--- config.mk ---
export PLATFORM = sky130hd
export DESIGN_NAME = priority_interrupt_selector_flat
export DESIGN_NICKNAME = d
export VERILOG_FILES = /design/src/pis_pkg.sv /design/src/pis_if.sv /design/src/pis_ram.sv /design/src/priority_interrupt_selector.sv /design/src/flat_wrapper.sv
export SDC_FILE = /design/constraint.sdc
export NUM_CORES = 1
export LEC_CHECK = 0
export BUFFER_PORTS_ARGS = -buffer_cell sky130_fd_sc_hd__buf_2
export CAP_MARGIN = 20
export CORE_AREA = 2 2 276 278
export DETAILED_ROUTE_END_ITERATION = 10
export DIE_AREA = 0 0 278 280
export GPL_ROUTABILITY_DRIVEN = 0
export PLACE_DENSITY_LB_ADDON = 0.08
export SYNTH_ARGS = -nofsm -noshare
export SYNTH_HDL_FRONTEND = slang
export SYNTH_SLANG_ARGS = --single-unit
--- constraint.sdc ---
create_clock -name clk_i -period 2.38 [get_ports clk_i]
set_clock_uncertainty 0.2 [all_clocks]
set_input_delay 0.476 -clock clk_i [delete_from_list [all_inputs] [get_ports clk_i]]
set_output_delay 0.476 -clock clk_i [all_outputs]
set_load 0.01 [all_outputs]
--- src/pis_pkg.sv ---
package pis_pkg;

  localparam int unsigned NUM_VECTORS_DEF = 192;
  localparam int unsigned IDX_W           = 8;
  localparam int unsigned PRIO_W          = 3;
  localparam int unsigned VEC_W           = 8;

  localparam logic [VEC_W-1:0] FIRST_USER_VECTOR = 8'd64;
  localparam logic [VEC_W-1:0] NONE_VECTOR       = 8'd24;

  localparam logic KIND_LINE = 1'b0;
  localparam logic KIND_PRIO = 1'b1;

  typedef enum logic [3:0] {
    ST_IDLE = 4'b0001,
    ST_SCAN = 4'b0010,
    ST_LAST = 4'b0100,
    ST_DONE = 4'b1000
  } state_e;

endpackage

--- src/pis_if.sv ---
interface pis_in_if;
  logic                         valid;
  logic                         ready;
  logic                         kind;
  logic [pis_pkg::IDX_W-1:0]    vector_index;
  logic                         line_level;
  logic [pis_pkg::PRIO_W-1:0]   priority_value;

  modport source (output valid, kind, vector_index, line_level, priority_value,
                  input ready);
  modport sink   (input valid, kind, vector_index, line_level, priority_value,
                  output ready);
endinterface

interface pis_out_if;
  logic                         valid;
  logic                         ready;
  logic [pis_pkg::PRIO_W-1:0]   irq_level;
  logic [pis_pkg::VEC_W-1:0]    cpu_vector;

  modport source (output valid, irq_level, cpu_vector, input ready);
  modport sink   (input valid, irq_level, cpu_vector, output ready);
endinterface

--- src/pis_ram.sv ---
module pis_ram #(
  parameter int unsigned WIDTH = 8,
  parameter int unsigned DEPTH = 16,
  localparam int unsigned AW = (DEPTH > 1) ? $clog2(DEPTH) : 1
) (
  input  logic             clk_i,
  input  logic             we_i,
  input  logic [AW-1:0]    waddr_i,
  input  logic [WIDTH-1:0] wdata_i,
  input  logic             re_i,
  input  logic [AW-1:0]    raddr_i,
  output logic [WIDTH-1:0] rdata_o
);

  logic [WIDTH-1:0] mem_q [DEPTH];
  logic [WIDTH-1:0] rdata_q;

  always_ff @(posedge clk_i) begin
    if (we_i) begin
      mem_q[waddr_i] <= wdata_i;
    end
    if (re_i) begin
      rdata_q <= mem_q[raddr_i];
    end
  end

  assign rdata_o = rdata_q;

endmodule

--- src/priority_interrupt_selector.sv ---
// Priority interrupt selector. A priority event (kind 1) stores one 3-bit
// priority and gives no result. A line event (kind 0) sets or clears one
// pending bit and then walks all NUM_VECTORS entries, one per cycle, through a
// single compare unit fed by the priority RAM's read port; it gives one result
// (level, vector index plus 64, or level 0 and vector 24 when nothing is
// pending) after the states SCAN, LAST and DONE, and DONE waits until the
// output register is free. The input is ready only in IDLE, so it is not ready
// during a scan. Ties go to the higher index. Events with an index of
// NUM_VECTORS or more are dropped. A finished result waits in the output
// register, and the next event may be accepted meanwhile.
module priority_interrupt_selector #(
  parameter int unsigned NUM_VECTORS = pis_pkg::NUM_VECTORS_DEF
) (
  input  logic     clk_i,
  input  logic     rst_ni,
  pis_in_if.sink   in_i,
  pis_out_if.source out_o
);

  localparam int unsigned IW = (NUM_VECTORS > 1) ? $clog2(NUM_VECTORS) : 1;

  pis_pkg::state_e state_q, state_d;

  logic [NUM_VECTORS-1:0]        pend_q;
  logic [NUM_VECTORS-1:0]        prio_vld_q;
  logic [IW-1:0]                 cnt_q;

  logic                          s_vld_q;
  logic                          s_pend_q;
  logic                          s_pv_q;
  logic [IW-1:0]                 s_idx_q;

  logic                          found_q;
  logic [pis_pkg::PRIO_W-1:0]    best_lvl_q;
  logic [IW-1:0]                 best_idx_q;

  logic                          out_vld_q;
  logic [pis_pkg::PRIO_W-1:0]    out_lvl_q;
  logic [pis_pkg::VEC_W-1:0]     out_vec_q;

  logic                          in_acc;
  logic                          in_range;
  logic [IW-1:0]                 in_idx;
  logic                          prio_we;
  logic [pis_pkg::PRIO_W-1:0]    ram_rdata;
  logic [pis_pkg::PRIO_W-1:0]    cand;
  logic                          take;
  logic                          out_free;
  logic                          cnt_last;

  assign in_i.ready = (state_q == pis_pkg::ST_IDLE);
  assign in_acc     = in_i.valid && in_i.ready;
  assign in_range   = 32'(in_i.vector_index) < NUM_VECTORS;
  assign in_idx     = in_i.vector_index[IW-1:0];
  assign prio_we    = in_acc && in_range && (in_i.kind == pis_pkg::KIND_PRIO);
  assign cnt_last   = (cnt_q == IW'(NUM_VECTORS - 1));
  assign out_free   = !out_vld_q || out_o.ready;

  pis_ram #(
    .WIDTH (pis_pkg::PRIO_W),
    .DEPTH (NUM_VECTORS)
  ) u_prio_ram (
    .clk_i   (clk_i),
    .we_i    (prio_we),
    .waddr_i (in_idx),
    .wdata_i (in_i.priority_value),
    .re_i    (state_q == pis_pkg::ST_SCAN),
    .raddr_i (cnt_q),
    .rdata_o (ram_rdata)
  );

  // Never-written entries count as priority zero.
  assign cand = s_pv_q ? ram_rdata : '0;
  assign take = s_vld_q && s_pend_q && (cand >= best_lvl_q);

  always_comb begin
    state_d = state_q;
    case (state_q)
      pis_pkg::ST_IDLE: begin
        if (in_acc && in_range && (in_i.kind == pis_pkg::KIND_LINE)) begin
          state_d = pis_pkg::ST_SCAN;
        end
      end
      pis_pkg::ST_SCAN: begin
        if (cnt_last) begin
          state_d = pis_pkg::ST_LAST;
        end
      end
      pis_pkg::ST_LAST: state_d = pis_pkg::ST_DONE;
      pis_pkg::ST_DONE: begin
        if (out_free) begin
          state_d = pis_pkg::ST_IDLE;
        end
      end
      default: state_d = pis_pkg::ST_IDLE;
    endcase
  end

  always_ff @(posedge clk_i or negedge rst_ni) begin
    if (!rst_ni) begin
      state_q    <= pis_pkg::ST_IDLE;
      pend_q     <= '0;
      prio_vld_q <= '0;
      cnt_q      <= '0;
      s_vld_q    <= 1'b0;
      found_q    <= 1'b0;
      best_lvl_q <= '0;
      out_vld_q  <= 1'b0;
    end else begin
      state_q <= state_d;

      if (in_acc && in_range) begin
        if (in_i.kind == pis_pkg::KIND_PRIO) begin
          prio_vld_q[in_idx] <= 1'b1;
        end else begin
          pend_q[in_idx] <= in_i.line_level;
          cnt_q          <= '0;
          found_q        <= 1'b0;
          best_lvl_q     <= '0;
        end
      end

      s_vld_q <= (state_q == pis_pkg::ST_SCAN);
      if (state_q == pis_pkg::ST_SCAN) begin
        cnt_q <= cnt_last ? '0 : cnt_q + IW'(1);
      end

      if (take) begin
        found_q    <= 1'b1;
        best_lvl_q <= cand;
      end

      if (state_q == pis_pkg::ST_DONE && out_free) begin
        out_vld_q <= 1'b1;
      end else if (out_o.ready) begin
        out_vld_q <= 1'b0;
      end
    end
  end

  // Payload registers, no reset.
  always_ff @(posedge clk_i) begin
    if (state_q == pis_pkg::ST_SCAN) begin
      s_idx_q  <= cnt_q;
      s_pend_q <= pend_q[cnt_q];
      s_pv_q   <= prio_vld_q[cnt_q];
    end
    if (take) begin
      best_idx_q <= s_idx_q;
    end
    if (state_q == pis_pkg::ST_DONE && out_free) begin
      out_lvl_q <= best_lvl_q;
      out_vec_q <= found_q ? pis_pkg::VEC_W'(best_idx_q) + pis_pkg::FIRST_USER_VECTOR
                           : pis_pkg::NONE_VECTOR;
    end
  end

  assign out_o.valid      = out_vld_q;
  assign out_o.irq_level  = out_lvl_q;
  assign out_o.cpu_vector = out_vec_q;

endmodule
--- src/flat_wrapper.sv ---
// flat-port wrapper written by rule: the top's interface ports become plain ports
module priority_interrupt_selector_flat 
#(
  parameter int unsigned NUM_VECTORS = pis_pkg::NUM_VECTORS_DEF
)
  (clk_i, rst_ni, in_i_valid, in_i_kind, in_i_vector_index, in_i_line_level, in_i_priority_value, in_i_ready, out_o_valid, out_o_irq_level, out_o_cpu_vector, out_o_ready);
  pis_in_if in_i_i ();
  pis_out_if out_o_i ();
  input  logic clk_i;
  input  logic rst_ni;
  input wire logic [$bits(in_i_i.valid)-1:0] in_i_valid;
  input wire logic [$bits(in_i_i.kind)-1:0] in_i_kind;
  input wire logic [$bits(in_i_i.vector_index)-1:0] in_i_vector_index;
  input wire logic [$bits(in_i_i.line_level)-1:0] in_i_line_level;
  input wire logic [$bits(in_i_i.priority_value)-1:0] in_i_priority_value;
  output wire logic [$bits(in_i_i.ready)-1:0] in_i_ready;
  output wire logic [$bits(out_o_i.valid)-1:0] out_o_valid;
  output wire logic [$bits(out_o_i.irq_level)-1:0] out_o_irq_level;
  output wire logic [$bits(out_o_i.cpu_vector)-1:0] out_o_cpu_vector;
  input wire logic [$bits(out_o_i.ready)-1:0] out_o_ready;
  assign in_i_i.valid = in_i_valid;
  assign in_i_i.kind = in_i_kind;
  assign in_i_i.vector_index = in_i_vector_index;
  assign in_i_i.line_level = in_i_line_level;
  assign in_i_i.priority_value = in_i_priority_value;
  assign in_i_ready = in_i_i.ready;
  assign out_o_valid = out_o_i.valid;
  assign out_o_irq_level = out_o_i.irq_level;
  assign out_o_cpu_vector = out_o_i.cpu_vector;
  assign out_o_i.ready = out_o_ready;
  priority_interrupt_selector #(.NUM_VECTORS(NUM_VECTORS)) u_core (.clk_i(clk_i), .rst_ni(rst_ni), .in_i(in_i_i), .out_o(out_o_i));
endmodule
==> impl_summary.txt, run 1 <==
----------------------------------------------------
[Clocking]
  Number of sinks handled by clock tree synthesis ... 1010
  Clk Latency, worst-skew pair ... 0.67 ns
  CTS tree ... built
  Clock-pin slew on the worst setup and hold paths ... 0.07 ns
  CTS Buf Count ... 102
  Number of levels in the clock H-tree ... 3
  Max Buffers Root-to-Sink ... 3
  Cell at the root of the clock tree ... clkbuf_16

[Run]
  Max-cap violations ... 0

[GRT]
  GRT Overall Usage ... 32.1%
  Number of global-route vias before repair ... 27700
  Largest net degree at the start of global routing ... 69
  First-pass GRT wire length ... 183000 µm
  Global-route congestion overflow total ... 0
  Number of antenna violations at the first check in global routing ... 1

[Floorplan]
  Row count ... 101
  Placeable Area ... 75200 µm²
  Die span in y ... 280 µm
  Die Width ... 278 µm
  I/O pin count ... 30
  Initial Util ... 56.3%
  Die ar. ... 77800 µm²

[Min path]
  Path type of the worst min-delay path ... primary input to register

[Placed design]
  Pre-CTS setup slack ... -1.02 ns
  PortBufs ... 29
  HPWL Detailed ... 72800 µm

[Worst setup path]
  Worst stage delay on the critical path ... 0.54 ns
  Worst setup path class ... register to register
  CP endpoint kind ... register
  Worst setup SP type ... register
  Cell with the largest stage delay on the worst path ... dfrtp_4
  List of cells traversed by the critical path ... buf_12 > buf_12 > buf_4 > mux4_2 > a22oi_1 > buf_4 > nand3_4 > nor4_4 > nor4_2
  Critical Path RT ... 2.59 ns
  Max FO, Critical Path ... 13
  Critical path buffer and inverter count ... 4
  Crit path max-delay family ... simple AND/OR/NAND/NOR gates
  Worst path arrival time ... 3.10 ns

[STA]
  Setup slack after layout ... -0.510 ns
  Time the worst path needs with I/O delays and setup ... 2.89 ns
  TNS Setup ... -74.68 ns
  RSZ-0062 raised after global routing ... yes
  Max Slew Vio Count ... 0
  Fmax ... 346 MHz
  Part of the cycle the worst path needs ... 121%
  Actual transition at the worst max-transition pin ... 0.974 ns
  Endpoints failing setup ... 545
  Final hold violations ... 0
  Rel. slew slack ... 34.5%

[Yosys]
  Portion of the post-synthesis area used by sequential elements ... 67.0%
  Post-synthesis cell area ... 42300 µm²
  Number of synthesized register bits ... 1010
  Number of instances in the synthesized netlist ... 2722
  Synthesized net count ... 2743
  Average cell area after synthesis ... 15.5 µm²
  Yosys warning total ... 0
  Ys async rst share ... 39.8%
  Number of enable flip-flop cells after synthesis ... 608
  Most used flip-flop cell after synthesis ... edfxtp_1
  Number of different library cells in the post-synthesis netlist ... 60

[Cells and area]
  Area Overhead vs Synth ... 31.1%
  Most common cell after layout, fill and taps aside ... edfxtp_1
  Commonest non-fill, non-tap cells in the layout ... edfxtp_1, dfrtp_1, buf_4
  Layout cells sized above 1 ... 52.1%
  Final net count ... 3223
  # diodes ... 0

[Run status]
  Outcome ... finished with violations
  Violations in the final reports ... negative setup slack

[Pwr]
  Worst vdd ir ... 694 µV
  Static Leakage ... 0.0210 µW
  PnR Total Power ... 40000 µW
  Power Density ... 721 nW/µm²

[Route]
  Routed Antenna Nets ... 0
  Via/cell ratio ... 6.27
  Number of iterations in the first detailed-routing pass ... 5
  Initial drt markers ... 2916
  Remaining routing DRC violations ... 0
  Total number of vias ... 26800
  Final Routed Wirelength ... 125000 µm
  Routed length per instance ... 29.3 µm

----------------------------------------------------
[kinds of logic (layout without fill, tap and decap cells)]
| kind of cell | Yosys count | count (layout) | share of synthesized area, % |
|---|---|---|---|
| multiplexers | 512 | 512 | 18.4 |
| buffers and inverters | 184 | 749 | 2.17 |
| AND/OR/NAND/NOR | 805 | 809 | 9.12 |
| XOR/XNOR | 1 | 1 | 0.0207 |
| AO/OA/AOI/OAI | 206 | 206 | 3.23 |
| adder cells (fa/ha/maj) | 4 | 4 | 0.118 |
| flip-flops | 1010 | 1010 | 67.0 |
[per-layer routing]
| layer | up-vias | track usage, % | share of wire (%) |
|---|---|---|---|
| met1 | 14100 | 45.9 | 42 |
| met2 | 1205 | 50.2 | 47 |
| li1 | 11200 | - | - |
| met3 | 268 | 5.96 | 7.5 |
| met4 | 2 | 11.4 | 3.8 |
| met5 | - | 0 | 0.0064 |
[synthesized netlist by cell type, drive strengths merged (4+ instances only)]
cell | number | area [µm²]
o22ai | 17 | 106
o22a | 6 | 52.6
nor2b | 19 | 119
a22oi | 31 | 233
nand2b | 8 | 50.1
nand2 | 69 | 262
a221oi | 20 | 175
a2111oi | 4 | 35.0
o21ai | 44 | 220
a21oi | 48 | 240
nand3 | 42 | 273
nor2 | 421 | 1580
nor4 | 8 | 50.1
nor3 | 7 | 35.0
clkbuf | 103 | 387
mux4 | 190 | 4300
mux2i | 119 | 1190
edfxtp | 608 | 18300
and2 | 14 | 87.6
o221ai | 14 | 123
ha | 4 | 50.1
o31ai | 4 | 30.0
inv | 7 | 26.3
nand4 | 9 | 56.3
dfrtp | 401 | 10000
buf | 72 | 498
mux2 | 203 | 2290
a211oi | 9 | 80.1
or2 | 192 | 1200
[stage by stage]
step | hold WS, ns | cells | instance area [µm²] | utilization [%]
floorplan | -0.0196 | 2722 | 42600 | -
global placement | 0.202 | 3950 | 46800 | 62.2
detailed placement | 0.207 | 3952 | 46800 | 62.3
CTS | 0.0138 | 4231 | 53700 | 71.4
global route | 0.0592 | 4269 | 55400 | 73.7
finish | 0.0489 | 4269 | 55400 | 73.7
[registers in the layout, summed over array words and instances, names as in the netlist, 3 cells and up]
name / flops
u_core.cnt_q: 8
u_core.u_prio_ram.rdata_o: 3
u_core.best_lvl_q: 3
u_core.state_q: 4
u_core.best_idx_q: 8
u_core.pend_q: 192
u_core.out_o.cpu_vector: 8
u_core.prio_vld_q: 192
u_core.u_prio_ram.mem_q: 576
u_core.s_idx_q: 8
u_core.out_o.irq_level: 3
[area by class of cell]
class | instances | area [µm²]
Clock inverter | 56 | 576
Timing Repair Buffer | 547 | 6000
Multi-Input combinational cell | 1532 | 16400
Sequential cell | 1010 | 28300
Inverter | 9 | 37.5
Fill cell | 4353 | 19800
Clock buffer | 137 | 2850
Tap cell | 978 | 1220
[where the power goes]
group / switching [µW] / leakage (µW) / internal (µW) / total (µW)
sequential: 131 / 0.0110 / 18800 / 18900
combinational: 2290 / 0.00833 / 2340 / 4630
clock: 6880 / 0.00166 / 9500 / 16400
[final timing paths]
path                                         from                            to  slack, ns  cells past startpoint
worst max-delay path              u_core.cnt_q[0]  u_core.u_prio_ram.rdata_o[2]      -0.51                      9
worst min-delay path                    in_i_kind             u_core.state_q[1]       0.05                      4
worst max register to register    u_core.cnt_q[0]  u_core.u_prio_ram.rdata_o[2]      -0.51                      9
worst min register to register  u_core.s_idx_q[4]          u_core.best_idx_q[4]       0.22                      0
max in group asynchronous                  rst_ni            u_core.pend_q[130]       1.03                      4
min in group asynchronous                  rst_ni             u_core.pend_q[63]       0.16                      2
[worst register-to-register path, stage by stage (launching register included)]
cell     delay, ns
dfrtp_4       0.54
buf_12        0.16
buf_12        0.14
buf_4         0.15
mux4_2        0.44
a22oi_1       0.19
buf_4         0.17
nand3_4       0.13
nor4_4        0.45
nor4_2        0.06
[repair_timing]
item,CTS,global route
cloned,26,6
setup endpoints to repair,560,818
endpoints found under the hold margin,199,0
pin swaps,64,62
hold buffers,2,0
setup buffers,59,36
resized for setup,604,338
No activity file was read; power rests on OpenSTA's default activity.
==> run 2, diff against run 1 <==
- CORE_AREA: 2 2 276 278 -> 2 2 271 273
- CTS_BUF_LIST: default -> sky130_fd_sc_hd__clkbuf_4
- DIE_AREA: 0 0 278 280 -> 0 0 273 275
==> impl_summary.txt, run 2 (synthesis gave the netlist of run 1 again) <==
----------------------------------------------------
[Run status]
  Outcome ... finished with violations (unchanged)
  Violations in the final reports ... negative setup slack (unchanged)

[Route]
  Total number of vias ... 28100 (was 26800)
  Initial drt markers ... 3212 (was 2916)
  Remaining routing DRC violations ... 0 (unchanged)
  Final Routed Wirelength ... 127000 µm (was 125000 µm)
  Number of iterations in the first detailed-routing pass ... 5 (unchanged)
  Routed length per instance ... 27.6 µm (was 29.3 µm)
  Via/cell ratio ... 6.15 (was 6.27)
  Routed Antenna Nets ... 0 (unchanged)

[Placed design]
  Placed cells ... 3975 (was 3952)
  Pre-CTS setup slack ... -0.601 ns (was -1.02 ns)
  HPWL Detailed ... 74700 µm (was 72800 µm)
  PortBufs ... 29 (unchanged)

[GRT]
  Met1 global-route usage ... 45.4% (was 45.9%)
  GRT Overall Usage ... 33.6% (was 32.1%)
  First-pass GRT wire length ... 185000 µm (was 183000 µm)
  Busiest metal layer after global routing ... met2 (unchanged)
  Met2 usage in global routing ... 52.8% (was 50.2%)
  Number of global-route vias before repair ... 29400 (was 27700)
  Largest net degree at the start of global routing ... 97 (was 69)
  Number of antenna violations at the first check in global routing ... 2 (was 1)
  Global-route congestion overflow total ... 0 (unchanged)
  Met3 capacity usage during global routing ... 8.00% (was 5.96%)

[Floorplan]
  I/O pin count ... 30 (unchanged)
  Die ar. ... 75100 µm² (was 77800 µm²)
  Initial Util ... 58.5% (was 56.3%)
  Die Width ... 273 µm (was 278 µm)
  Row count ... 99 (was 101)
  Die span in y ... 275 µm (was 280 µm)
  Placeable Area ... 72300 µm² (was 75200 µm²)

[STA]
  Setup slack after layout ... -0.547 ns (was -0.510 ns)
  Max Slew Vio Count ... 0 (unchanged)
  Endpoints failing setup ... 943 (was 545)
  Minimum hold slack ... 0.149 ns (was 0.0489 ns)
  Fmax ... 342 MHz (was 346 MHz)
  Rel. slew slack ... 27.6% (was 34.5%)
  Actual transition at the worst max-transition pin ... 1.08 ns (was 0.974 ns)
  Time the worst path needs with I/O delays and setup ... 2.93 ns (was 2.89 ns)
  Part of the cycle the worst path needs ... 123% (was 121%)
  RSZ-0062 raised after global routing ... yes (unchanged)
  TNS Setup ... -206.58 ns (was -74.68 ns)
  Final hold violations ... 0 (unchanged)

[Min path]
  Path type of the worst min-delay path ... primary input to register (unchanged)
  WHS Path Cells ... 2 (was 4)

[Pwr]
  Register share of total power ... 49.0% (was 47.4%)
  Worst vdd ir ... 489 µV (was 694 µV)
  Clock share of power ... 39.3% (was 41.0%)
  Proportion of power drawn by combinational gates ... 11.6% (about the same)
  Static Leakage ... 0.0217 µW (was 0.0210 µW)
  Internal power of the cells ... 29200 µW (was 30700 µW)
  Switching part of the total power ... 24.4% (was 23.3%)
  Power Density ... 689 nW/µm² (was 721 nW/µm²)
  Net switching power ... 9410 µW (was 9300 µW)

[Clocking]
  CTS Buf Count ... 277 (was 102)
  Number of sinks handled by clock tree synthesis ... 1010 (unchanged)
  Number of levels in the clock H-tree ... 5 (was 3)
  CTS tree ... built (unchanged)
  Cell at the root of the clock tree ... clkbuf_4 (was clkbuf_16)
  Clock-pin slew on the worst setup and hold paths ... 0.07 ns (about the same)
  Max Buffers Root-to-Sink ... 4 (was 3)
  Clk Latency, worst-skew pair ... 1.09 ns (was 0.67 ns)

[Cells and area]
  Commonest non-fill, non-tap cells in the layout ... edfxtp_1, clkbuf_4, dfrtp_1 (was edfxtp_1, dfrtp_1, buf_4)
  Area of the multi-input gates ... 16500 µm² (was 16400 µm²)
  Register bank with the most flops ... u_core.u_prio_ram.mem_q (unchanged)
  Sequential cell area ... 28300 µm² (about the same)
  Registers with the most flip-flops ... u_core.u_prio_ram.mem_q: 576 flops, u_core.pend_q: 192 flops, u_core.prio_vld_q: 192 flops (unchanged)
  Core occupancy in the finished layout ... 77.5% (was 73.7%)
  Most common cell after layout, fill and taps aside ... edfxtp_1 (unchanged)
  Area Overhead vs Synth ... 32.6% (was 31.1%)
  Non-Filler Instances ... 4578 (was 4269)
  Number of filler cells placed in the layout ... 4167 (was 4353)
  Layout cells sized above 1 ... 55.5% (was 52.1%)
  Final net count ... 3441 (was 3223)
  Flip-flop count of the largest register, all copies and words added ... 576 (unchanged)

[Run]
  Max-cap violations ... 0 (unchanged)

[Worst setup path]
  Worst path arrival time ... 3.57 ns (was 3.10 ns)
  Worst reg2reg path depth ... 10 (was 9)
  CP endpoint kind ... register (unchanged)
  Critical Path RT ... 3.03 ns (was 2.59 ns)
  Worst setup path class ... register to register (unchanged)
  Max FO, Critical Path ... 10 (was 13)
  Worst setup SP type ... register (unchanged)

----------------------------------------------------
run 2: changes by cell type in the layout (fill, tap and decap cells not counted), sizes merged:
cell	previous run	this run
dlygate4sd3	2	19
buf	535	561
inv	10	13
clkbuf	143	427
clkinvlp	12	1
diode	0	2
bufinv	10	1
clkinv	33	50
bufbuf	4	3
run 2: cell type report:
type	count	area share, %
well taps	959	2.14
multi-input cells	1532	29.4
clock buffers	420	5.62
clock inverters	56	0.453
diodes	2	0.00892
repair buffers	590	11.8
flip-flops and latches	1010	50.5
inverters	9	0.0625
run 2: power by group through the flow:
stage               clock, µW  combinational (µW)  sequential (µW)
floorplan                   0                2180            19200
global placement            0                3410            19300
detailed placement          0                3470            19300
CTS                     15400                4130            18900
global route            16400                4730            19000
finish                  15200                4500            19000
run 2: stage by stage:
stage / area, µm² / power [µW]
floorplan: 42600 / 21400
global placement: 47300 / 22700
detailed placement: 47300 / 22800
CTS: 54000 / 38500
global route: 56100 / 40100
finish: 56100 / 38600
run 2: final timing paths:
path	start	slack (ns)	to
max	u_core.cnt_q[2]	-0.55	u_core.u_prio_ram.rdata_o[0]
min	in_i_priority_value[0]	0.15	u_core.u_prio_ram.mem_q[53][0]
max reg2reg	u_core.cnt_q[2]	-0.55	u_core.u_prio_ram.rdata_o[0]
min reg2reg	u_core.s_idx_q[2]	0.22	u_core.best_idx_q[2]
max in group asynchronous	rst_ni	0.22	u_core.pend_q[156]
min in group asynchronous	rst_ni	0.54	u_core.prio_vld_q[180]
run 2: worst max-delay path: stages (launching register included):
cell      delay (ns)
dfrtp_4         0.57
buf_12          0.17
clkinv_2        0.26
buf_4           0.25
buf_4           0.16
buf_4           0.16
mux2i_1         0.12
o21ai_1         0.27
nor4_1          0.08
a21oi_1         0.25
nor4b_2         0.28
run 2: what timing repair did:
action / CTS / global route
buffers inserted: 47 / 42
hold buffers: 19 / 0
gates resized for setup: 573 / 419
endpoints found under the hold margin: 1328 / 0
pin swaps: 54 / 91
endpoints found under the setup margin: 861 / 962
gates cloned: 22 / 7
run 2: layer usage:
layer | wire length (µm) | vias up | part of all wire, %
met5 | 13 | - | 0.010
met2 | 60400 | 1466 | 48
met3 | 10600 | 316 | 8.4
met4 | 5700 | 2 | 4.5
li1 | - | 11800 | -
met1 | 49800 | 14600 | 39
==> run 3, diff against run 2 <==
- RECOVER_POWER: default -> 25
==> impl_summary.txt, run 3 (synthesis gave the netlist of run 1 again) <==
----------------------------------------------------
[Cells and area]
  Layout cells sized above 1 ... 55.4% (was 55.5%)
  Registers with the most flip-flops ... u_core.u_prio_ram.mem_q: 576 flops, u_core.pend_q: 192 flops, u_core.prio_vld_q: 192 flops (unchanged)
  Most common cell after layout, fill and taps aside ... edfxtp_1 (unchanged)
  Register bank with the most flops ... u_core.u_prio_ram.mem_q (unchanged)
  Commonest non-fill, non-tap cells in the layout ... edfxtp_1, clkbuf_4, dfrtp_1 (unchanged)
  Area Overhead vs Synth ... 32.4% (was 32.6%)
  Flip-flop count of the largest register, all copies and words added ... 576 (unchanged)
  Final net count ... 3441 (unchanged)

[Worst setup path]
  Worst setup path class ... register to register (unchanged)
  Max FO, Critical Path ... 10 (unchanged)
  Worst setup SP type ... register (unchanged)
  Setup slack of the most critical reg-to-reg path ... -0.59 ns (was -0.55 ns)
  CP endpoint kind ... register (unchanged)
  Worst path arrival time ... 3.61 ns (was 3.57 ns)
  Critical Path RT ... 3.02 ns (was 3.03 ns)

[Pwr]
  Power Density ... 690 nW/µm² (was 689 nW/µm²)
  PnR Total Power ... 38600 µW (about the same)
  Static Leakage ... 0.0217 µW (about the same)
  Worst vdd ir ... 488 µV (was 489 µV)

[Floorplan]
  Die ar. ... 75100 µm² (unchanged)
  I/O pin count ... 30 (unchanged)
  Placeable Area ... 72300 µm² (unchanged)
  Initial Util ... 58.5% (unchanged)
  Row count ... 99 (unchanged)
  Die span in y ... 275 µm (unchanged)
  Die Width ... 273 µm (unchanged)

[Min path]
  Path type of the worst min-delay path ... primary input to register (unchanged)

[Clocking]
  CTS Buf Count ... 277 (unchanged)
  Cell at the root of the clock tree ... clkbuf_4 (unchanged)
  Clk Latency, worst-skew pair ... 1.09 ns (about the same)
  Clock-pin slew on the worst setup and hold paths ... 0.07 ns (about the same)
  Number of sinks handled by clock tree synthesis ... 1010 (unchanged)
  CTS tree ... built (unchanged)
  Number of levels in the clock H-tree ... 5 (unchanged)
  Max Buffers Root-to-Sink ... 4 (unchanged)

[GRT]
  Number of antenna violations at the first check in global routing ... 2 (unchanged)
  Largest net degree at the start of global routing ... 97 (unchanged)
  Busiest metal layer after global routing ... met2 (unchanged)
  First-pass GRT wire length ... 185000 µm (unchanged)
  Global-route congestion overflow total ... 0 (unchanged)
  Number of global-route vias before repair ... 29400 (unchanged)
  GRT Overall Usage ... 33.6% (unchanged)
  Met3 capacity usage during global routing ... 8.00% (unchanged)
  Met2 usage in global routing ... 52.8% (unchanged)
  Met1 global-route usage ... 45.4% (unchanged)

[Placed design]
  Pre-CTS setup slack ... -0.601 ns (unchanged)
  HPWL Detailed ... 74700 µm (unchanged)
  PortBufs ... 29 (unchanged)

[Route]
  Routed Antenna Nets ... 0 (unchanged)
  Total number of vias ... 28200 (was 28100)
  Via/cell ratio ... 6.15 (about the same)
  Initial drt markers ... 2999 (was 3212)
  Number of iterations in the first detailed-routing pass ... 5 (unchanged)
  Routed length per instance ... 27.6 µm (about the same)
  Final Routed Wirelength ... 127000 µm (about the same)
  Remaining routing DRC violations ... 0 (unchanged)

[STA]
  Time the worst path needs with I/O delays and setup ... 2.97 ns (was 2.93 ns)
  TNS Setup ... -210.49 ns (was -206.58 ns)
  Minimum hold slack ... 0.177 ns (was 0.149 ns)
  Final hold violations ... 0 (unchanged)
  RSZ-0062 raised after global routing ... yes (unchanged)
  Part of the cycle the worst path needs ... 125% (was 123%)
  Setup slack after layout ... -0.585 ns (was -0.547 ns)
  Max Slew Vio Count ... 28 (was 0)
  Actual transition at the worst max-transition pin ... 1.68 ns (was 1.08 ns)
  Fmax ... 337 MHz (was 342 MHz)
  Endpoints failing setup ... 1053 (was 943)
  Rel. slew slack ... -12.2% (was 27.6%)

[Run]
  Max-cap violations ... 1 (was 0)

[Run status]
  Violations in the final reports ... max-capacitance violations, max-slew violations, negative setup slack (was negative setup slack)
  Outcome ... finished with violations (unchanged)

----------------------------------------------------
==> run 3: what timing repair did <==
action                                   CTS  global route
gates cloned                              22             7
hold buffers                              19             0
pin swaps                                 54            91
gates resized for setup                  573           419
buffers inserted                          47            42
endpoints found under the setup margin   861           962
hold endpoints to repair                1328             0
==> run 3: final timing paths <==
| check | startpoint | endpoint | depth (start not counted) |
|---|---|---|---|
| setup / recovery | u_core.cnt_q[2] | u_core.u_prio_ram.rdata_o[0] | 10 |
| hold / removal | in_i_kind | u_core.state_q[1] | 4 |
| setup reg to reg | u_core.cnt_q[2] | u_core.u_prio_ram.rdata_o[0] | 10 |
| hold reg to reg | u_core.s_idx_q[4] | u_core.best_idx_q[4] | 0 |
| max in group asynchronous | rst_ni | u_core.pend_q[183] | 5 |
| min in group asynchronous | rst_ni | u_core.prio_vld_q[180] | 3 |
==> run 3: power by group <==
group	total, µW	switching (µW)	internal, µW
registers	19000	142	18800
clock network	15200	7070	8130
logic	4480	2210	2280
==> run 3: layer usage <==
layer	wire length, µm	vias up
met5	13	-
li1	-	11800
met1	49800	14600
met2	60400	1445
met3	10500	336
met4	5810	2
==> run 3: layout make-up <==
cell class                 instances  area, µm²
clock inverter                    56        254
antenna                            2       5.00
sequential                      1010      28300
multi-input combinational       1532      16500
fill                            4181      16300
inverter                           9       35.0
clock buffer                     420       3150
tap                              959       1200
timing repair buffer             590       6550
==> run 3: worst max-delay path, stage by stage (launching register included) <==
cell and delay (ns):
dfrtp_4 0.57, buf_12 0.17, clkinv_2 0.26, buf_4 0.25, buf_4 0.16, buf_4 0.17
mux2i_1 0.12, o21ai_1 0.27, nor4_1 0.08, a21oi_1 0.27, nor4b_2 0.28
==> run 3: per-stage QoR <==
step                area, µm²  utilization (%)  instances
floorplan               42600                -       2722
global placement        47300             65.4       3975
detailed placement      47300             65.4       3975
CTS                     54000             74.6       4538
global route            56000             77.4       4577
finish                  56000             77.4       4578
